### config.mk
export PLATFORM = sky130hd
export DESIGN_NAME = sgm_back
export DESIGN_NICKNAME = d
export VERILOG_FILES = /design/src/sgm_pkg.sv /design/src/sgm_back.sv
export SDC_FILE = /design/constraint.sdc
export NUM_CORES = 1
export LEC_CHECK = 0
export ABC_CLOCK_PERIOD_IN_PS = 7700
export BUFFER_PORTS_ARGS = -buffer_cell sky130_fd_sc_hd__buf_4
export CORE_MARGIN = 5
export CORE_UTILIZATION = 42
export DETAILED_ROUTE_END_ITERATION = 8
export PLACE_DENSITY_LB_ADDON = 0.25
export SLEW_MARGIN = 5
export SYNTH_ARGS = -nofsm -noshare
export SYNTH_HDL_FRONTEND = slang
export SYNTH_SLANG_ARGS = --single-unit
export TNS_END_PERCENT = 1
### constraint.sdc
create_clock -name clk -period 7.7 [get_ports clk]
set_input_delay 1.54 -clock clk [delete_from_list [all_inputs] [get_ports clk]]
set_output_delay 1.54 -clock clk [all_outputs]
set_load 0.005 [all_outputs]
### src/sgm_pkg.sv
`timescale 1ns / 1ps
// Shared types and constants for the Sobel gradient magnitude block.
package sgm_pkg;

  localparam int PIXEL_W     = 8;
  localparam int GRAD_W      = 10;
  localparam int COL_OUT_W   = 10;
  localparam int ROW_W       = 12;
  localparam int FW_W        = 11;
  localparam int FH_W        = 13;
  localparam int CFG_DATA_W  = 13;
  localparam int CFG_INDEX_W = 1;
  localparam int MAG_W       = 8;
  localparam int QUEUE_DEPTH = 4;

  localparam logic [FW_W-1:0] FRAME_WIDTH_RESET  = 11'd1024;
  localparam logic [FH_W-1:0] FRAME_HEIGHT_RESET = 13'd1024;
  localparam logic [FH_W-1:0] HEIGHT_LIMIT       = 13'd4096;

  localparam logic [CFG_INDEX_W-1:0] REG_FRAME_WIDTH  = 1'd0;
  localparam logic [CFG_INDEX_W-1:0] REG_FRAME_HEIGHT = 1'd1;

  // One gradient job handed from the front to the back.
  typedef struct packed {
    logic [GRAD_W-1:0]    gx;
    logic [GRAD_W-1:0]    gy;
    logic [COL_OUT_W-1:0] col;
    logic [ROW_W-1:0]     row;
    logic                 last;
  } grad_t;

endpackage

### src/sgm_back.sv
`timescale 1ns / 1ps
// Back end: sum of squares, bit-pair square root, saturation and output register.
module sgm_back (
  input  logic                           clk,
  input  logic                           rst,
  input  logic                           pop_valid,
  output logic                           pop_ready,
  input  sgm_pkg::grad_t                 pop_data,
  output logic                           out_valid,
  input  logic                           out_ready,
  output logic [sgm_pkg::MAG_W-1:0]      magnitude,
  output logic [sgm_pkg::COL_OUT_W-1:0]  out_col,
  output logic [sgm_pkg::ROW_W-1:0]      out_row,
  output logic                           frame_last
);

  typedef enum logic [3:0] {
    ST_IDLE = 4'b0001,
    ST_SQR  = 4'b0010,
    ST_ROOT = 4'b0100,
    ST_HOLD = 4'b1000
  } back_state_t;

  back_state_t state;
  back_state_t state_next;

  sgm_pkg::grad_t job;
  logic [15:0]    rem;
  logic [15:0]    root;
  logic [15:0]    bitv;
  logic           sat;

  logic [19:0]    gx_sq;
  logic [19:0]    gy_sq;
  logic [20:0]    sum;
  logic [16:0]    trial;
  logic           take;
  logic           out_free;

  assign pop_ready = state == ST_IDLE;
  assign out_free  = !out_valid || out_ready;

  always_comb begin
    gx_sq = 20'(job.gx) * 20'(job.gx);
    gy_sq = 20'(job.gy) * 20'(job.gy);
    sum   = 21'(gx_sq) + 21'(gy_sq);
    trial = 17'(root) + 17'(bitv);
    take  = 17'(rem) >= trial;
  end

  always_comb begin
    state_next = state;
    case (state)
      ST_IDLE: begin
        if (pop_valid) begin
          state_next = ST_SQR;
        end
      end
      ST_SQR:  state_next = ST_ROOT;
      ST_ROOT: begin
        if (bitv[0]) begin
          state_next = ST_HOLD;
        end
      end
      ST_HOLD: begin
        if (out_free) begin
          state_next = ST_IDLE;
        end
      end
      default: state_next = ST_IDLE;
    endcase
  end

  always_ff @(posedge clk) begin
    if (rst) begin
      state <= ST_IDLE;
    end else begin
      state <= state_next;
    end
  end

  always_ff @(posedge clk) begin
    case (state)
      ST_IDLE: begin
        if (pop_valid) begin
          job <= pop_data;
        end
      end
      ST_SQR: begin
        rem  <= sum[15:0];
        sat  <= sum[20:16] != 5'd0;
        root <= '0;
        bitv <= 16'h4000;
      end
      ST_ROOT: begin
        if (take) begin
          rem  <= rem - trial[15:0];
          root <= (root >> 1) + bitv;
        end else begin
          root <= root >> 1;
        end
        bitv <= bitv >> 2;
      end
      default: begin
      end
    endcase
  end

  // Output register: hold the result until the receiver takes it.
  always_ff @(posedge clk) begin
    if (rst) begin
      out_valid <= 1'b0;
    end else if (state == ST_HOLD && out_free) begin
      out_valid <= 1'b1;
    end else if (out_ready) begin
      out_valid <= 1'b0;
    end
  end

  always_ff @(posedge clk) begin
    if (state == ST_HOLD && out_free) begin
      magnitude  <= sat ? 8'hFF : root[7:0];
      out_col    <= job.col;
      out_row    <= job.row;
      frame_last <= job.last;
    end
  end

endmodule

[Word-level counts from Yosys, hierarchy flattened]
Index checks and enable logic that the tools add are counted.
W data, S select, Z words.
Word-level totals
  register bits after elaboration: 128
  output and inout port bits: 33
  logic and storage cells: 50
Cells by class
  $add $sub $neg: 4
  multiply operators: 2
  order comparisons: 1
  equal/unequal tests: 8
  multiplexer cells: 11
  reductions and logical operators: 9
Operators with widths (count)
  $pmux W16 S2: 3
  $mul A10 B10 Y20: 2
  $mux W16: 2
  $add A20 B20 Y21: 1
  $add A16 B16 Y17: 1
  $ge A16 B17 Y1: 1
  $add A15 B16 Y16: 1
  $pmux W4 S4: 1
  $sub A16 B16 Y16: 1
  $mux W4: 3
  $ne A2 B2 Y1 const B: 4
  $reduce_bool A5 Y1: 1
  $eq A4 B1 Y1 const B: 1
  $eq A4 B2 Y1 const B: 1
  $eq A4 B3 Y1 const B: 1
  $eq A4 B4 Y1 const B: 1
  $reduce_and A2 Y1: 2
  $reduce_bool A2 Y1: 2
  $reduce_and A3 Y1: 1
  $mux W1: 2
  $logic_and A1 B1 Y1: 1
  $logic_not A1 Y1: 1
  $logic_or A1 B1 Y1: 1

[Depth between registers and ports, before layout]
Gate-level depths: netlist of the first run.
  depth after elaboration: 4
  gate-level depth with buffers: 24

[Worst setup path before layout of the first run]
Ideal clock, no wire load.
  kind: register to register
  start point: register job[35] in the netlist's numbering
  end point: register sat (data pin)
  setup time: 138 ps
  data arrival time: 5911 ps
  required time: 7562 ps
  slack: 1651 ps
  cell stages (with the launch flop): 21
  buffers on the path: 1
  path through: edfxtp_1 -> clkbuf_1 -> and2_1 -> fa_1 -> inv_1 -> fa_1 -> inv_1 -> fa_1 -> fa_1 -> fa_1 -> fa_1 -> inv_1 -> fa_1 -> inv_1 -> ha_1 -> a21oi_1 -> o21ai_0 -> a22oi_1 -> o21ai_0 -> o41a_1 -> nand4_1
Between the ends
  longest elaborated chain between the ends: 3
Ends and longest elaborated chain
  from (decl): RTL line sgm_back.sv:27  | sgm_pkg::grad_t job;
  from (signal assigned): RTL line sgm_back.sv:86  | job <= pop_data;
  $mul A10 B10 Y20: RTL line sgm_back.sv:44  | gx_sq = 20'(job.gx) * 20'(job.gx);
  $add A20 B20 Y21: RTL line sgm_back.sv:46  | sum = 21'(gx_sq) + 21'(gy_sq);
  $reduce_bool A5 Y1: RTL line sgm_back.sv:91  | sat <= sum[20:16] != 5'd0;
  to (signal assigned): RTL line sgm_back.sv:91
  to (decl): RTL line sgm_back.sv:31  | logic sat;
Every way passes these cells.
A chain may end at the register's enable or synchronous reset.

[Worst setup path in the final report of the first run]
  start point: register job[38] in the netlist's numbering
  end point: register sat (data pin)
Same word-level chain as after synthesis.

==> flow_summary.yaml, run 1 <==
sta:
  period_minus_slack_ns: 6.49
  skew_ns: 0.0129
  fmax_mhz: 154
  rsz0062_at_grt: "false"
  tns_ns: 0
  final.setup.worst_slack_ns: 1.21
  finalMaxSlewViolations: 0
  fin_crit_sh_pct: 84.3
  worst_pin_slew_ns: 1.11
  slew_headroom_pct: 26.0
  finalSetupViolCount: 0
  hold_viol: 0
cells_and_area:
  num_antenna_cells: 0
  mostFrequentLayoutCells: "inv_1, fa_1, ha_1"
  fin_cells: 1513
  layout_commonest_cell: "inv_1"
  drive_gt1_share_pct: 12.1
  layout-area-overhead-vs-synth_pct: 13.5
  nNetsFinal: 1458
  stdcell_area_um2: 13000
routing:
  drc: 0
  drt_wl_total_mm: 23.6
  vias: 7705
  firstDrtPassIters: 5
  dr.first_iter.drc_count: 495
  vias_per_cell: 5.09
  wl_per_cell_um: 15.6
  antenna_left: 0
outcome:
  status: "completed"
floorplanning:
  start_util_pct: 42.6
  fp.dieH_um: 175
  rows: 60
  die_w_um: 175
  core_area_um2: 26900
  fp.dieArea_um2: 30700
  io_pins: 80
synth:
  synth-seq-cells: 120
  yosys.area.top_type: "edfxtp_1"
  ys_types: 61
  synth_seq_area_share_pct: 31.0
  synth_area_um2: 11400
  synth_cells: 1082
  ys.flop_type: "edfxtp_1"
  synth_area_leaders: "edfxtp_1, fa_1, ha_1"
  syn_avg_cell_area_um2: 10.6
  synth-edff-count: 115
  async_flop_share_pct: 0
  synth_top_area_share_pct: 30.2
  synth_nets: 1381
  ys_warn_count: 0
place:
  dp_cells: 1481
  gp_congestion: 0.863
  dp_hpwl_mm: 18.8
  pre_cts_ws_ns: 1.22
  placed_area_um2: 12400
  place.port_buffers: 79
clock_network:
  tritoncts: "done"
  post_cts_resized: 0
  cts_buffer_depth: 2
  cts_setup_buffers: 0
  path_clk_slew_ns: 0.07
  htreeDepth: 4
  root_buffer: "clkbuf_16"
  clock_sinks: 120
  worstSkewPairLatency_ns: 0.42
  cts_buffers: 17
  cts_hold_repair.buffers: 0
min_path:
  hp-start: "job[18]$_DFFE_PP_"
  holdCritPathClass: "flop to flop"
  hold_depth: 0
  hold_end: "out_col[5]$_DFFE_PP_"
worst_setup_path:
  slowest_delay_ns: 0.55
  cp_top_family: "adder cells"
  r2r_slack_ns: 1.21
  slowest_stage: "edfxtp_1"
  r2r_cells: 20
  crit_path_start_kind: "flop"
  r2r-end: "sat$_DFFE_PP_"
  endpoint_kind: "flop"
  cpMostUsedCell: "fa_1"
  crit_buf_inv: 5
  worstPathMaxFanout: 8
  critical_path_class: "flop to flop"
  path_cells: "inv_1 > nor2_1 > fa_1 > fa_1 > inv_1 > fa_1 > inv_1 > fa_1 > fa_1 > fa_1 > inv_1 > fa_1 > inv_1 > ha_1 > a21oi_1 > o21ai_0 > a22oi_1 > o21ai_0 > o41a_1 > nand4_1"
  cp.arrival_ns: 6.78
  r2r_start: "job[38]$_DFFE_PP_"
  cp.required_ns: 7.98
global_routing:
  antenna_found_initial: 0
  grt_pass1_wl_mm: 40.2
  overflow: 0
  grt_max_degree: 45
  track_usage_pct: 16.3
  grt_pass1_vias: 8035
flow_run:
  drv_cap: 0
[area by class of cell]
type / count / area, µm²
Sequential cell: 120 / 3550
Clock inverter: 15 / 158
Tap cell: 341 / 427
Fill cell: 2495 / 13900
Inverter: 209 / 785
Clock buffer: 17 / 425
Timing Repair Buffer: 83 / 623
Multi-Input combinational cell: 728 / 7020
[worst register-to-register path, delay by kind of cell, from the launching register on]
family | cells | cell delay (ns)
and+or+nand+nor | 2 | 0.28
AOI/OAI and AO/OA | 5 | 1.27
buffers and inverters | 5 | 0.40
DFF | 1 | 0.55
adders and majority gates | 8 | 3.88
[how the worst max path moves through the flow]
| stage | start | end | slack [ns] | cells after the start |
|---|---|---|---|---|
| 3_5_place_dp | job[40]$_DFFE_PP_ | sat$_DFFE_PP_ | 1.22 | 19 |
| 3_3_place_gp | job[24]$_DFFE_PP_ | sat$_DFFE_PP_ | 1.35 | 21 |
| 2_1_floorplan | job[35]$_DFFE_PP_ | sat$_DFFE_PP_ | 1.65 | 20 |
| 4_1_cts | job[35]$_DFFE_PP_ | sat$_DFFE_PP_ | 1.20 | 19 |
| 5_1_grt | job[24]$_DFFE_PP_ | sat$_DFFE_PP_ | 0.78 | 21 |
| 6_report | job[38]$_DFFE_PP_ | sat$_DFFE_PP_ | 1.21 | 20 |
[per-stage QoR]
step	hold WS, ns	utilization, %
final	0.404	48.3
after global routing	0.424	48.3
after CTS	0.405	48.3
after detailed placement	0.405	46.1
after global placement	0.401	46.1
after floorplan	0.400	-
[cell usage after synthesis, drive strengths merged (5+ instances only)]
| cell type | instances |
|---|---|
| nand2b | 7 |
| xor2 | 24 |
| edfxtp | 115 |
| fa | 131 |
| o21bai | 7 |
| o21ai | 36 |
| mux2i | 5 |
| nor3 | 9 |
| or2 | 11 |
| nor2b | 14 |
| a21o | 11 |
| a211oi | 14 |
| a31oi | 16 |
| clkbuf | 23 |
| xnor2 | 32 |
| nand2 | 85 |
| inv | 209 |
| dfxtp | 5 |
| a21oi | 43 |
| nand4 | 8 |
| o31ai | 7 |
| ha | 121 |
| nand3 | 10 |
| nor2 | 44 |
| and2 | 51 |
[flip-flops by register name, summed over array words and instances, names as in the netlist, 4 cells and up]
name and cells:
bitv 8, magnitude 8, out_row 12, state 4, root 16, rem 16, out_col 10, job 43
[metal layers]
| layer | GRT usage (%) | vias up | routed length [µm] |
|---|---|---|---|
| li1 | - | 3735 | - |
| met5 | 0 | - | 0 |
| met1 | 22.4 | 3789 | 10800 |
| met2 | 26.7 | 161 | 11200 |
| met3 | 3.53 | 20 | 1270 |
| met4 | 3.47 | 0 | 255 |
[cell families (layout without fill, tap and decap cells)]
logic type | count (synthesis) | count (layout) | synth area share (%)
and+or+nand+nor | 253 | 253 | 11.2
adders and majority gates | 252 | 252 | 36.1
buffers and inverters | 234 | 324 | 7.75
AOI/OAI and AO/OA | 162 | 162 | 9.16
DFF | 120 | 120 | 31.0
xor gates and xnor gates | 56 | 56 | 4.29
muxes | 5 | 5 | 0.437
Power of run 1 is not shown: default switching activity piles up to over one toggle a cycle in this logic, so the estimate is an artifact.
==> run 2, diff against run 1 <==
Settings changed: ABC_CLOCK_PERIOD_IN_PS 7700 to 6800.
Clock period 7.7 ns to 6.8 ns, I/O delays scaled along.
==> run 2 against run 1 <==
Effect of this change: hold slack improved by 0.0098 ns; largest cell class unchanged; cell count increased by 0.79%; critical path depth is the same; non-clock buffer count up 12.
==> flow_summary.yaml, run 2 (synthesized netlist as in run 1, its figures left out) <==
outcome:
  status: "completed"
sta:
  period_minus_slack_ns: 6.40
  fmax_mhz: 156
  hold_ws_ns: 0.414
  finalMaxSlewViolations: 0
  fin_crit_sh_pct: 94.1
  finalSetupViolCount: 0
  rsz0062_at_grt: "false"
  slew_headroom_pct: 24.8
  final.setup.worst_slack_ns: 0.399
  skew_ns: 0.0214
  hold_viol: 0
  worst_pin_slew_ns: 1.12
  tns_ns: 0
global_routing:
  antenna_found_initial: 0
  grt_pass1_wl_mm: 40.7
  overflow: 0
  grt_pass1_vias: 8062
  track_usage_pct: 16.5
  grt_max_degree: 45
routing:
  drt_wl_total_mm: 23.7
  antenna_left: 0
  vias_per_cell: 5.03
  dr.first_iter.drc_count: 391
  firstDrtPassIters: 5
  drc: 0
  wl_per_cell_um: 15.5
  vias: 7670
floorplanning:
  die_w_um: 175
  fp.dieArea_um2: 30700
  rows: 60
  io_pins: 80
  start_util_pct: 42.6
  core_area_um2: 26900
  fp.dieH_um: 175
clock_network:
  tritoncts: "done"
  clock_sinks: 120
  cts_buffer_depth: 2
  worstSkewPairLatency_ns: 0.42
  path_clk_slew_ns: 0.06
  htreeDepth: 4
  root_buffer: "clkbuf_16"
  cts_buffers: 17
worst_setup_path:
  slowest_stage: "edfxtp_1"
  cp.required_ns: 7.08
  r2r_start: "job[38]$_DFFE_PP_"
  worstSetupEndpoint: "sat$_DFFE_PP_"
  endpoint_kind: "flop"
  crit_path_start_kind: "flop"
  cpMostUsedCell: "fa_1"
  worstPathMaxFanout: 8
  r2r_cells: 20
  cp-startpoint: "job[38]$_DFFE_PP_"
  path_cells: "inv_1 > nor2_1 > fa_1 > inv_1 > fa_1 > inv_1 > fa_1 > fa_1 > fa_1 > fa_1 > inv_1 > fa_1 > inv_1 > ha_1 > a21oi_1 > o21ai_0 > a22oi_1 > o21ai_0 > o41a_1 > nand4_1"
  r2r-end: "sat$_DFFE_PP_"
  cp.arrival_ns: 6.68
  slowest_delay_ns: 0.55
  critical_path_class: "flop to flop"
  r2r_slack_ns: 0.40
cells_and_area:
  layout-area-overhead-vs-synth_pct: 14.5
  num_antenna_cells: 0
  top_register: "job"
  fin_cells: 1525
  layout_commonest_cell: "inv_1"
  reg_top3: "job: 43 flops, rem: 16 flops, root: 16 flops"
  fillers: 2469
  largest_reg_flops: 43
  mostFrequentLayoutCells: "inv_1, fa_1, ha_1"
  nNetsFinal: 1470
  drive_gt1_share_pct: 13.1
min_path:
  hp-start: "job[5]$_DFFE_PP_"
  holdCritPathClass: "flop to flop"
  hold_depth: 0
place:
  pre_cts_ws_ns: 0.345
  place.port_buffers: 79
  dp_hpwl_mm: 18.9
  gp_congestion: 0.837
  dp_cells: 1491
flow_run:
  drv_cap: 0
[run 2: final cells by class]
class | count | area, µm² | share of cell area, %
Inverter | 209 | 785 | 5.99
Sequential cell | 120 | 3550 | 27.1
Tap cell | 341 | 427 | 3.26
Timing Repair Buffer | 95 | 713 | 5.44
Clock buffer | 17 | 425 | 3.25
Clock inverter | 15 | 180 | 1.38
Multi-Input combinational cell | 728 | 7020 | 53.6
[run 2: critical path: cells and delay by family, from the launching register on]
family / cells / cell delay [ns]
DFF: 1 / 0.55
buffers and inverters: 5 / 0.42
and+or+nand+nor: 2 / 0.17
adders and majority gates: 8 / 3.88
AOI/OAI and AO/OA: 5 / 1.23
[run 2: through the flow]
stage	utilization (%)	instance area (µm²)
2_1_floorplan	-	11400
3_3_place_gp	46.4	12500
3_5_place_dp	46.4	12500
4_1_cts	48.7	13100
5_1_grt	48.8	13100
6_report	48.8	13100
[run 2: how the worst min path moves through the flow]
stage	endpoint	slack, ns
after global placement	out_row[9]$_DFFE_PP_	0.40
after CTS	out_row[4]$_DFFE_PP_	0.41
after global routing	out_row[4]$_DFFE_PP_	0.42
final	out_row[4]$_DFFE_PP_	0.41
after floorplan	frame_last$_DFFE_PP_	0.40
after detailed placement	out_col[5]$_DFFE_PP_	0.40
[run 2: metal layers]
metal  vias to the layer above  share of wire (%)  GRT usage, %
li1                       3764                  -             -
met1                      3743                 48          23.5
met5                         -                  0             0
met4                         0               0.74          3.37
met2                       151                 46          26.3
met3                        12                4.5          3.66
[run 2: timing repair]
action | in CTS | in global routing
buffers inserted | 0 | 2
hold buffers | 0 | 0
endpoints found under the setup margin | 0 | 2
resized for setup | 0 | 1
Power of run 2 is left out for the same reason.
