<file path="src/sgm_pkg.sv">
`timescale 1ns / 1ps
// Shared types and constants for the Sobel gradient magnitude block.
package sgm_pkg;

  localparam int PIXEL_W     = 8;
  localparam int GRAD_W      = 10;
  localparam int COL_OUT_W   = 10;
  localparam int ROW_W       = 12;
  localparam int FW_W        = 11;
  localparam int FH_W        = 13;
  localparam int CFG_DATA_W  = 13;
  localparam int CFG_INDEX_W = 1;
  localparam int MAG_W       = 8;
  localparam int QUEUE_DEPTH = 4;

  localparam logic [FW_W-1:0] FRAME_WIDTH_RESET  = 11'd1024;
  localparam logic [FH_W-1:0] FRAME_HEIGHT_RESET = 13'd1024;
  localparam logic [FH_W-1:0] HEIGHT_LIMIT       = 13'd4096;

  localparam logic [CFG_INDEX_W-1:0] REG_FRAME_WIDTH  = 1'd0;
  localparam logic [CFG_INDEX_W-1:0] REG_FRAME_HEIGHT = 1'd1;

  // One gradient job handed from the front to the back.
  typedef struct packed {
    logic [GRAD_W-1:0]    gx;
    logic [GRAD_W-1:0]    gy;
    logic [COL_OUT_W-1:0] col;
    logic [ROW_W-1:0]     row;
    logic                 last;
  } grad_t;

endpackage

</file>
<file path="src/sgm_queue.sv">
`timescale 1ns / 1ps
// Short queue of gradient jobs between the front and the back.
module sgm_queue (
  input  logic           clk,
  input  logic           rst,
  input  logic           push_valid,
  output logic           push_ready,
  input  sgm_pkg::grad_t push_data,
  output logic           pop_valid,
  input  logic           pop_ready,
  output sgm_pkg::grad_t pop_data
);

  localparam int PW = $clog2(sgm_pkg::QUEUE_DEPTH);
  localparam logic [PW:0] FULL = (PW+1)'(sgm_pkg::QUEUE_DEPTH);

  sgm_pkg::grad_t slots [sgm_pkg::QUEUE_DEPTH];
  logic [PW-1:0]  wr_ptr;
  logic [PW-1:0]  rd_ptr;
  logic [PW:0]    count;
  logic           do_push;
  logic           do_pop;

  assign push_ready = count != FULL;
  assign pop_valid  = count != '0;
  assign pop_data   = slots[rd_ptr];
  assign do_push    = push_valid && push_ready;
  assign do_pop     = pop_valid && pop_ready;

  always_ff @(posedge clk) begin
    if (do_push) begin
      slots[wr_ptr] <= push_data;
    end
  end

  always_ff @(posedge clk) begin
    if (rst) begin
      wr_ptr <= '0;
      rd_ptr <= '0;
      count  <= '0;
    end else begin
      if (do_push) begin
        wr_ptr <= wr_ptr + PW'(1);
      end
      if (do_pop) begin
        rd_ptr <= rd_ptr + PW'(1);
      end
      if (do_push && !do_pop) begin
        count <= count + (PW+1)'(1);
      end else if (do_pop && !do_push) begin
        count <= count - (PW+1)'(1);
      end
    end
  end

endmodule

</file>
<file path="config.mk">
export PLATFORM = sky130hd
export DESIGN_NAME = sgm_queue
export DESIGN_NICKNAME = d
export VERILOG_FILES = /design/src/sgm_pkg.sv /design/src/sgm_queue.sv
export SDC_FILE = /design/constraint.sdc
export NUM_CORES = 1
export LEC_CHECK = 0
export ABC_AREA = 0
export ABC_CLOCK_PERIOD_IN_PS = 2700
export BUFFER_PORTS_ARGS = -buffer_cell sky130_fd_sc_hd__buf_2
export CAP_MARGIN = 5
export CORE_AREA = 2 2 119 121
export CTS_CLUSTER_DIAMETER = 150
export DETAILED_ROUTE_END_ITERATION = 6
export DIE_AREA = 0 0 121 123
export GPL_TIMING_DRIVEN = 0
export PLACE_DENSITY = 0.67
export SLEW_MARGIN = 20
export SYNTH_ARGS = -nofsm -noshare
export SYNTH_HDL_FRONTEND = slang
export SYNTH_SLANG_ARGS = --single-unit
</file>
<file path="constraint.sdc">
create_clock -name clk -period 2.7 [get_ports clk]
set_input_delay 0.54 -clock clk [delete_from_list [all_inputs] [get_ports clk]]
set_output_delay 0.54 -clock clk [all_outputs]
set_load 0.005 [all_outputs]
</file>
==> Yosys cells after proc, flatten, opt, wreduce, memory -nomap -nowiden <==
Memories as Yosys holds them, arrays and structs flattened. A register that Yosys moved wholly into a read port is not among the register bits.
Index checks and enable logic that the tools add are counted.
{ "word_totals": {"in_bits": 47, "elab_cells": 23, "memories": 1, "mem_bits_rw": 172, "out_inout_bits": 45, "reg_bits": 7} }
{ "mem_list": {"columns": ["memory", "words", "width", "rd", "rd_ports_with_merged_regs", "wr", "line", "source"], "rows": [
  ["slots", 4, 43, 1, 1, 1, "sgm_queue.sv:17", "sgm_pkg::grad_t slots [sgm_pkg::QUEUE_DEPTH];"]
]} }
{ "op_classes": {"n_eq_ne": 1, "n_mux": 6, "addsub": 4, "reduce_logical": 8} }
{ "ops": {"columns": ["op", "count"], "rows": [
  ["two-way mux 3 bit", 2],
  ["adder 2 x 1 -> 2 bit, second input constant", 2],
  ["logical AND 1 bit", 4],
  ["two-way mux 2 bit", 2],
  ["adder 3 x 1 -> 3 bit, second input constant", 1],
  ["inequality test 3 bit, second input constant", 1],
  ["nonzero test 3 bit", 1],
  ["subtractor 3 x 1 -> 3 bit, second input constant", 1],
  ["zero test 1 bit", 2],
  ["two-way mux 1 bit", 2],
  ["nonzero test 2 bit", 1]
]} }

==> Longest topological paths before layout <==
Gate-level depths: netlist of the first run.
{ "depth": {"word_depth": 6, "ltp_mapped": 8, "depth_no_buf": 8} }

==> Worst setup path before layout of the first run <==
OpenSTA, ideal clock, no wires.
{ "synth_path": {"path_type": "input to register", "start": "in push_valid", "end": "mem slots[2][0] (netlist name), enable pin", "stages": 2, "arrival_time_ps": 1882, "path_slack_ps": 414, "required_time_ps": 2295, "setup_time_ps": 405, "n_path_buf": 0, "cell_sequence": "a21boi_2 > and2_1"} }
{ "synth_via": {"elab_chain_len": 3} }
{ "synth_rtl": {"columns": ["item", "line", "source"], "rows": [
  ["from (decl)", "sgm_queue.sv:6", "input logic push_valid,"],
  ["logical AND 1 bit", "sgm_queue.sv:27", "assign do_push = push_valid && push_ready;"],
  ["two-way mux 1 bit", "sgm_queue.sv:31", "if (do_push) begin"],
  ["two-way mux 1 bit (not written as such)", "sgm_queue.sv:32", "slots[wr_ptr] <= push_data;"],
  ["to (decl)", "sgm_queue.sv:17", null]
]} }
Every way passes these cells.

==> out/metrics.csv, run 1 <==
stage,metric,value,unit
floorplan,row count,43,
floorplan,full die area,0.0149,mm2
yosys,Synth area leaders,"edfxtp_1 77%, mux4_2 13%, dfxtp_1 2.7%, buf_12 1.2%, mux4_1 1.2%",
yosys,"EDFF count, synth",172,
final_layout,share of cells above drive strength 1,44.3,%
yosys,Synth top area share,76.8,%
power,Combinational Power Share,22.0,%
yosys,post-synthesis xor/xnor area fraction,0.521,%
floorplan,Initial Util,49.4,%
timing,slew margin rel.,53.9,%
power,Max IR drop VDD,0.000463,V
yosys,average size of a mapped cell,24.6,um2
clock_network,Clock Pin Slew Worst Setup and Hold Paths,0.06,ns
timing,setup TNS,0,ns
timing,crit path time final,2.42,ns
yosys,Main synth FF type,edfxtp_1,
timing,Max Freq,414,MHz
global_routing,all-layer global routing usage,16.0,%
timing,final number of max-transition violations,0,
clock_network,Post-CTS Setup Inserts,0,
drt,per-cell routed wire length,19.3,um
place,# port buffers,90,
timing,final hold viol count,0,
yosys,Synth Warn #,0,
yosys,post-synthesis sequential area ratio,79.5,%
power,switching pwr,1.84,mW
yosys,#FFs+latches synth,181,
worst_setup_path,CP Class,reg2out,
yosys,Simple-Gate Fraction of Synth Area,1.25,%
timing,pin slew with the least headroom to its limit,0.691,ns
yosys,synth unique cells,24,
worst_setup_path,critical path peak fanout,10,
power,switching portion of total power,24.2,%
final_layout,area delta synth->final,18.9,%
power,Clock power frac,31.9,%
yosys,Post-Syn Area,0.00673,mm2
timing,worst-case clock skew,0.00504,ns
clock_network,Clock Sink Count,181,
drt,residual DRC count,0,
drt,antenna-violating nets left,0,
clock_network,hold_buf cts,0,
power,Leakage,2.73,nW
drt,DRT Pass-1 Iters,4,
yosys,Compound-Gate Fraction of Synth Area,0.558,%
timing,final setup violation count,0,
global_routing,first-pass GRT wire length,17100,um
floorplan,Die Y,123,um
drt,Total Wirelength,11100,um
yosys,Mapped Cells,273,
yosys,synthesized net count,326,
worst_setup_path,critical path arrival,1.88,ns
floorplan,Ports,92,
hold_path,worst min path class,in2reg,
floorplan,die width,121,um
clock_network,CTS tree,yes,
drt,vias,2999,
drt,vias per cell,5.22,
timing,RSZ-0062 raised after global routing,false,
clock_network,# resized after CTS,0,
global_routing,largest net degree at the start of global routing,44,
place,Final HPWL DP,6370,um
clock_network,clock buffer depth,2,
global_routing,total grt overflow,0,
clock_network,clock latency on the worst-skew pair,0.42,ns
worst_setup_path,worst path required time,2.16,ns
worst_setup_path,crit path launch type,register,
clock_network,Num CTS Buffers,17,
worst_setup_path,crit path capture type,output port,
run_status,outcome,completed,
global_routing,vias in the first global route,3202,
run,Max-Cap Viols,0,
power,Seq pwr share,46.0,%
final_layout,Layout Nets,435,
timing,final worst path period share,89.5,%
drt,Iter 0 DRT Violations,155,
yosys,mux cell area share after synthesis,15.0,%
yosys,Yosys top cell by area,edfxtp_1,
place,placed cell area,0.00741,mm2
final_layout,final instance area,0.00800,mm2
yosys,largest family of logic cells by synthesized area,multiplexers,
place,Placer Congestion,0.657,
final_layout,ant diodes,0,
power,Total Power,7.61,mW
clock_network,CTS root buf,clkbuf_16,
floorplan,core box area,0.0136,mm2
worst_setup_path,R2R Setup Slk,0.42,ns
power,Pwr Density,952,mW/mm2
global_routing,antenna violations before repair,0,
clock_network,Max H-tree Level,4,
yosys,Synth Area in Adders,1.23,%
power,internal power,5.77,mW
timing,worst hold slack,0.329,ns
yosys,asr flop ratio synth,0,%
[kinds of logic (layout without fill, tap and decap cells)]
family | after synthesis | after routing
DFF | 181 | 181
muxes | 46 | 46
and+or+nand+nor | 17 | 17
buffers and inverters | 14 | 136
adders and majority gates | 6 | 6
AOI/OAI and AO/OA | 5 | 5
xor gates and xnor gates | 4 | 4
[power by group through the flow]
| stage | Sequential [mW] | Combinational, mW | Clock [mW] |
|---|---|---|---|
| 2_1_floorplan | 3.54 | 1.13 | 0 |
| 3_3_place_gp | 3.56 | 1.71 | 0 |
| 3_5_place_dp | 3.57 | 1.73 | 0 |
| 4_1_cts | 3.51 | 1.73 | 2.49 |
| 5_1_grt | 3.53 | 1.84 | 2.60 |
| 6_report | 3.50 | 1.68 | 2.43 |
[worst max-delay path, cell delays in order, from the launching register on]
cell and delay [ns]:
dfxtp_1 0.30, clkbuf_1 0.28, buf_2 0.35, mux4_2 0.37, buf_2 0.15
[cell usage after synthesis (3+ instances only)]
| cell type | count |
|---|---|
| mux4_1 | 3 |
| edfxtp_1 | 172 |
| inv_1 | 3 |
| xor2_1 | 4 |
| buf_12 | 4 |
| dfxtp_1 | 9 |
| nor2_1 | 8 |
| mux4_2 | 40 |
| and2_1 | 4 |
| ha_1 | 5 |
| buf_2 | 4 |
[path summary, 6_finish.rpt]
kind,endpoint,cells after the start,from
worst max-delay path,pop_data[9],4,register
worst min-delay path,slots[2][40],1,push_data[40]
worst max register to register,count[2],8,count[0]
worst min register to register,wr_ptr[1],2,wr_ptr[1]
[sequential cells by signal, summed over array words and instances, names as in the netlist, named ones only]
signal  count
slots     172
rd_ptr      2
wr_ptr      2
count       3
[cell usage in the layout, fill, tap and decap left out, types with 2 or more instances in the layout]
| cell | n |
|---|---|
| mux2i_1 | 2 |
| inv_1 | 3 |
| clkbuf_16 | 17 |
| dfxtp_1 | 9 |
| mux4_1 | 3 |
| ha_1 | 5 |
| inv_6 | 2 |
| buf_12 | 4 |
| and2_4 | 4 |
| mux4_2 | 40 |
| clkbuf_1 | 3 |
| nand2b_1 | 2 |
| edfxtp_1 | 172 |
| or3_1 | 2 |
| bufinv_16 | 3 |
| xor2_1 | 4 |
| buf_2 | 94 |
| clkinv_2 | 5 |
| nor2_1 | 8 |
| clkinvlp_4 | 3 |
[metrics by stage]
| step | setup WS, ns | utilization (%) | instances |
|---|---|---|---|
| final | 0.285 | 58.8 | 575 |
| after global placement | -0.588 | 54.4 | 543 |
| after global routing | 0.144 | 58.8 | 575 |
| after detailed placement | 0.347 | 54.4 | 543 |
| after floorplan | 0.414 | - | 273 |
| after CTS | 0.214 | 58.8 | 575 |
[layer usage]
metal	vias up	part of all wire [%]	track usage [%]
met4	0	1.8	7.85
met3	16	5.0	5.12
met5	-	0	0
li1	1367	-	-
met1	1541	43	20.1
met2	75	51	25.4
[cell type report]
cell class,count,area (um2)
Sequential cell,181,5350
Timing Repair Buffer,90,450
Multi-Input combinational cell,78,1260
Fill cell,997,5610
Clock inverter,14,159
Buffer,11,119
Clock buffer,18,429
Tap cell,180,225
Inverter,3,11.3
Power figures use the tool's default switching activity.
==> inputs of run 2 (changes only) <==
ABC_AREA = 1   (was 0)
CORE_AREA = 2 2 154 156   (was 2 2 119 121)
DIE_AREA = 0 0 156 158   (was 0 0 121 123)
PLACE_DENSITY = 0.44   (was 0.67)
==> out/metrics.csv, run 2 <==
stage,metric,value,unit
run_status,outcome,completed,
power,Clock power frac,30.1,%
floorplan,Initial Util,29.7,%
yosys,"EDFF count, synth",172,
place,placed cell area,0.00788,mm2
final_layout,most frequent cells in the layout,"172 x edfxtp_1, 96 x nor2_1, 96 x buf_2, 80 x o21ai_0, 43 x o22ai_1",
final_layout,final instance area,0.00846,mm2
global_routing,met1 GRT Util,17.3,%
final_layout,area delta synth->final,23.7,%
final_layout,post-route insts no fill,904,
floorplan,row count,56,
yosys,Main synth FF type,edfxtp_1,
yosys,asr flop ratio synth,0,%
yosys,synth cell count leaders,"172 x edfxtp_1, 100 x nor2_1, 80 x o21ai_0, 43 x o22ai_1, 15 x nand2_1",
timing,worst hold slack,0.327,ns
yosys,post-synthesis sequential area ratio,78.2,%
power,internal power,5.44,mW
global_routing,largest net degree at the start of global routing,20,
place,Placer Congestion,0.692,
clock_network,Num CTS Buffers,17,
clock_network,Clock Sink Count,181,
final_layout,Layout Nets,654,
clock_network,Max H-tree Level,4,
drt,vias,4195,
timing,worst-case clock skew,0.00736,ns
global_routing,GR Util met2,24.3,%
worst_setup_path,CP Class,reg2out,
final_layout,area of the multi-input gates,0.00130,mm2
timing,final setup violation count,0,
floorplan,die width,156,um
drt,Total Wirelength,16800,um
yosys,synth unique cells,19,
global_routing,total grt overflow,0,
yosys,synthesized net count,536,
final_layout,most common library cell in the layout ignoring fill and taps,edfxtp_1,
worst_setup_path,worst path required time,2.16,ns
yosys,#FFs+latches synth,181,
power,Max IR drop VDD,0.000394,V
yosys,post-synthesis xor/xnor area fraction,0.128,%
yosys,Simple-Gate Fraction of Synth Area,6.72,%
drt,residual DRC count,0,
place,Final HPWL DP,10900,um
worst_setup_path,crit path launch type,register,
yosys,largest family of logic cells by synthesized area,compound AO/OA/AOI/OAI gates,
yosys,average size of a mapped cell,14.2,um2
drt,vias per cell,4.64,
power,Seq pwr share,44.8,%
yosys,Synth Area in Adders,1.21,%
drt,DRT Pass-1 Iters,4,
final_layout,ant diodes,0,
floorplan,Ports,92,
global_routing,Top Usage Layer GRT,met2,
worst_setup_path,reg2reg start,count[0],
hold_path,cell depth of the worst hold path,1,
hold_path,worst min path class,in2reg,
yosys,Mapped Cells,483,
yosys,Synth area leaders,"edfxtp_1 76%, o21ai_0 5.9%, nor2_1 5.5%, o22ai_1 3.9%, dfxtp_1 2.6%",
yosys,Synth Warn #,0,
run,Max-Cap Viols,0,
yosys,Post-Syn Area,0.00684,mm2
hold_path,worst hold start,push_data[16],
timing,final number of max-transition violations,0,
timing,RSZ-0062 raised after global routing,false,
clock_network,CTS root buf,clkbuf_16,
clock_network,clock buffer depth,2,
floorplan,Die Y,158,um
worst_setup_path,critical path arrival,2.01,ns
power,Pwr Density,925,mW/mm2
floorplan,core box area,0.0231,mm2
clock_network,Clock Pin Slew Worst Setup and Hold Paths,0.07,ns
yosys,mux cell area share after synthesis,0,%
drt,per-cell routed wire length,18.6,um
place,# port buffers,91,
final_layout,share of cells above drive strength 1,25.4,%
place,DP Cell Count,872,
worst_setup_path,critical path's slowest cell,dfxtp_1,
hold_path,WHS Endpoint,slots[2][16],
global_routing,first-pass GRT wire length,25100,um
worst_setup_path,worst-path cell chain,clkbuf_1 > o21ai_0 > o22ai_1 > buf_2,
final_layout,"Most flops, register",slots,
floorplan,full die area,0.0246,mm2
final_layout,sequential cell area,0.00535,mm2
yosys,top-count cell post-synth,edfxtp_1,
timing,pin slew with the least headroom to its limit,0.631,ns
drt,antenna-violating nets left,0,
global_routing,antenna violations before repair,2,
drt,Iter 0 DRT Violations,332,
timing,final worst path period share,94.4,%
final_layout,number of flip-flops in the largest register,172,
timing,Max Freq,392,MHz
yosys,Yosys top cell by area,edfxtp_1,
global_routing,vias in the first global route,4378,
worst_setup_path,critical path peak fanout,10,
worst_setup_path,crit path capture type,output port,
worst_setup_path,RR Endpoint,count[1],
power,Leakage,2.99,nW
power,Combinational Power Share,25.1,%
timing,final hold viol count,0,
power,switching pwr,2.38,mW
final_layout,Regs by FF count,"slots x172, count x3",
clock_network,clock latency on the worst-skew pair,0.43,ns
global_routing,GRT met3 Usage,4.65,%
worst_setup_path,Reg2Reg Depth,9,
global_routing,all-layer global routing usage,14.1,%
power,switching portion of total power,30.5,%
yosys,Compound-Gate Fraction of Synth Area,10.5,%
timing,crit path time final,2.55,ns
yosys,Synth top area share,75.6,%
clock_network,CTS tree,yes,
timing,slew margin rel.,57.8,%
worst_setup_path,R2R Setup Slk,0.53,ns
final_layout,FILL cells,2203,
worst_setup_path,CP max stage delay,0.46,ns
## run 2: layout make-up
type,count,area share (%)
Clock inverter,15,1.69
Tap cell,290,4.29
Inverter,16,0.710
Timing Repair Buffer,99,7.72
Buffer,26,1.97
Clock buffer,17,5.03
Multi-Input combinational cell,260,15.4
Sequential cell,181,63.2
## run 2: logic make-up (layout without fill, tap and decap cells)
kind of cell | after synthesis | after routing
AO/OA/AOI/OAI | 133 | 133
AND/OR/NAND/NOR | 120 | 120
buffers and inverters | 42 | 173
flip-flops | 181 | 181
adder cells (fa/ha/maj) | 6 | 6
XOR/XNOR | 1 | 1
## run 2: what timing repair did
item / 4_1_cts / 5_1_grt
setup endpoints to repair: 0 / 13
resized for setup: 0 / 10
buffers inserted: 0 / 0
hold buffers: 0 / 0
## run 2: per-stage QoR
step	TNS [ns]	util, %	power (mW)	setup slack [ns]
floorplan	-40.72	-	4.58	-0.237
global placement	-368.60	33.2	5.45	-2.17
detailed placement	0	34.2	5.58	0.448
CTS	0	36.7	7.95	0.0304
global route	0	36.7	8.28	0.0000147
finish	0	36.7	7.82	0.151
## run 2: routing by layer
metal | wire (um) | vias up
li1 | - | 2032
met1 | 7300 | 2042
met2 | 8440 | 108
met3 | 897 | 11
met4 | 150 | 2
met5 | 13 | -
## run 2: worst max-delay path: cells and delay by family, from the launching register on
kind	cells	cell delay (ns)
buffers and inverters	2	0.63
flip-flops	1	0.46
AO/OA/AOI/OAI	2	0.50
## run 2: worst max-delay path by stage
stage	from	end	slack [ns]	depth (start not counted)
after global placement	push_valid	slots[0][24]	-2.17	3
after floorplan	count[0]	slots[0][0]	-0.24	4
after CTS	register	pop_data[0]	0.03	5
after detailed placement	push_valid	slots[3][28]	0.45	5
after global routing	register	pop_data[33]	0.00001	5
final	register	pop_data[4]	0.15	4
## run 2: power by group through the flow
stage	combinational, mW	clock [mW]	sequential (mW)
final	1.96	2.36	3.50
after global routing	2.20	2.55	3.53
after CTS	2.02	2.42	3.51
after detailed placement	2.01	0	3.57
after global placement	1.86	0	3.60
after floorplan	1.02	0	3.56
==> inputs of run 3 (changes only) <==
CORE_AREA = 2 2 127 129   (was 2 2 154 156)
DIE_AREA = 0 0 129 131   (was 0 0 156 158)
PLACE_DENSITY = 0.61   (was 0.44)
==> out/metrics.csv, run 3 (synthesis gave the netlist of run 2 again) <==
stage,metric,value,unit
drt,antenna-violating nets left,0,
clock_network,CTS root buf,clkbuf_16,
final_layout,most frequent cells in the layout,"172 x edfxtp_1, 96 x nor2_1, 96 x buf_2, 80 x o21ai_0, 43 x o22ai_1",
timing,final hold viol count,0,
run_status,outcome,completed,
clock_network,hold_buf cts,0,
power,Combinational Power Share,24.2,%
timing,final setup violation count,0,
worst_setup_path,critical path peak fanout,10,
final_layout,Regs by FF count,"slots x172, count x3",
final_layout,area delta synth->final,23.0,%
drt,vias per cell,5.12,
place,Placer Congestion,0.722,
place,Final HPWL DP,9630,um
clock_network,Num CTS Buffers,17,
place,# port buffers,91,
timing,worst-case clock skew,0.00745,ns
hold_path,worst min path class,in2reg,
drt,DRT Pass-1 Iters,4,
global_routing,largest net degree at the start of global routing,22,
final_layout,FILL cells,1277,
floorplan,core box area,0.0156,mm2
timing,final worst path period share,93.5,%
floorplan,Die Y,131,um
clock_network,Clock Sink Count,181,
clock_network,Clock Pin Slew Worst Setup and Hold Paths,0.06,ns
clock_network,# resized after CTS,0,
final_layout,Layout Nets,654,
power,switching portion of total power,28.4,%
timing,pin slew with the least headroom to its limit,0.638,ns
final_layout,most common library cell in the layout ignoring fill and taps,edfxtp_1,
clock_network,Max H-tree Level,4,
floorplan,die width,129,um
power,Clock power frac,31.5,%
final_layout,sequential cell area,0.00535,mm2
timing,Max Freq,396,MHz
drt,vias,4246,
drt,Iter 0 DRT Violations,395,
floorplan,row count,46,
global_routing,first-pass GRT wire length,22700,um
worst_setup_path,worst path required time,2.16,ns
worst_setup_path,CP Class,reg2out,
timing,Final WS setup,0.174,ns
final_layout,ant diodes,0,
clock_network,clock latency on the worst-skew pair,0.43,ns
final_layout,number of flip-flops in the largest register,172,
drt,per-cell routed wire length,18.2,um
worst_setup_path,crit path capture type,output port,
global_routing,total grt overflow,0,
power,Seq pwr share,44.4,%
global_routing,all-layer global routing usage,18.5,%
global_routing,antenna violations before repair,1,
worst_setup_path,critical path arrival,1.99,ns
clock_network,CTS tree,yes,
final_layout,share of cells above drive strength 1,24.3,%
global_routing,vias in the first global route,4318,
final_layout,utilization after layout,53.9,%
power,Leakage,3.02,nW
run,Max-Cap Viols,0,
timing,RSZ-0062 raised after global routing,false,
power,Max IR drop VDD,0.000497,V
worst_setup_path,crit path launch type,register,
power,switching pwr,2.24,mW
timing,crit path time final,2.53,ns
timing,slew margin rel.,57.4,%
final_layout,"Most flops, register",slots,
floorplan,Initial Util,43.8,%
floorplan,Ports,92,
drt,Total Wirelength,15100,um
timing,final number of max-transition violations,0,
floorplan,full die area,0.0169,mm2
drt,residual DRC count,0,
place,pre-CTS WS,0.475,ns
clock_network,Post-CTS Setup Inserts,0,
power,internal power,5.67,mW
power,Pwr Density,941,mW/mm2
final_layout,area of the multi-input gates,0.00130,mm2
clock_network,clock buffer depth,2,
## run 3: cell count changes in the layout (fill, tap and decap cells not counted), sizes merged
| cell | before | now |
|---|---|---|
| clkinvlp | 3 | 0 |
| clkinv | 3 | 7 |
| bufinv | 1 | 3 |
| clkbuf | 28 | 33 |
| inv | 24 | 16 |
## run 3: critical path: stages, from the launching register on
cell and delay, ns:
dfxtp_1 0.47, clkbuf_1 0.45, o21ai_0 0.18, o22ai_1 0.28, buf_2 0.17
## run 3: layer usage
layer	share of wire (%)	global-route usage [%]	vias to the layer above
li1	-	-	2030
met1	42	22.1	2066
met2	49	31.7	127
met3	6.9	6.07	21
met4	1.2	6.78	2
met5	0.086	0	-
## run 3: layout make-up
class                   count  share of cell area [%]
plain buffers              26                    1.91
clock buffers              22                    5.64
clock inverters            10                    1.52
inverters                  16                   0.714
flip-flops and latches    181                    63.6
multi-input cells         260                    15.5
repair buffers             99                    7.95
well taps                 216                    3.22
## run 3: worst paths after layout
check | start | endpoint | slack (ns) | depth (start not counted)
max | register | pop_data[5] | 0.17 | 4
max reg2reg | count[0] | count[1] | 0.50 | 9
min reg2reg | rd_ptr[0] | rd_ptr[0] | 0.53 | 2
min | rst | rd_ptr[0] | 0.32 | 2
## run 3: power by group through the flow
| stage | clock (mW) | sequential [mW] | combinational, mW |
|---|---|---|---|
| global placement | 0 | 3.59 | 1.76 |
| detailed placement | 0 | 3.57 | 1.94 |
| finish | 2.49 | 3.51 | 1.91 |
| CTS | 2.53 | 3.51 | 1.95 |
| floorplan | 0 | 3.56 | 1.02 |
| global route | 2.63 | 3.53 | 2.13 |
## run 3: stage by stage
stage	cell area [um2]	power (mW)	hold WS [ns]	std cells	TNS, ns
after global placement	7560	5.36	0.485	790	-310.26
after CTS	8410	7.99	0.299	830	0
after global routing	8410	8.30	0.308	830	0
after floorplan	6840	4.58	0.459	483	-40.72
after detailed placement	7800	5.51	0.513	798	0
final	8410	7.91	0.319	830	0
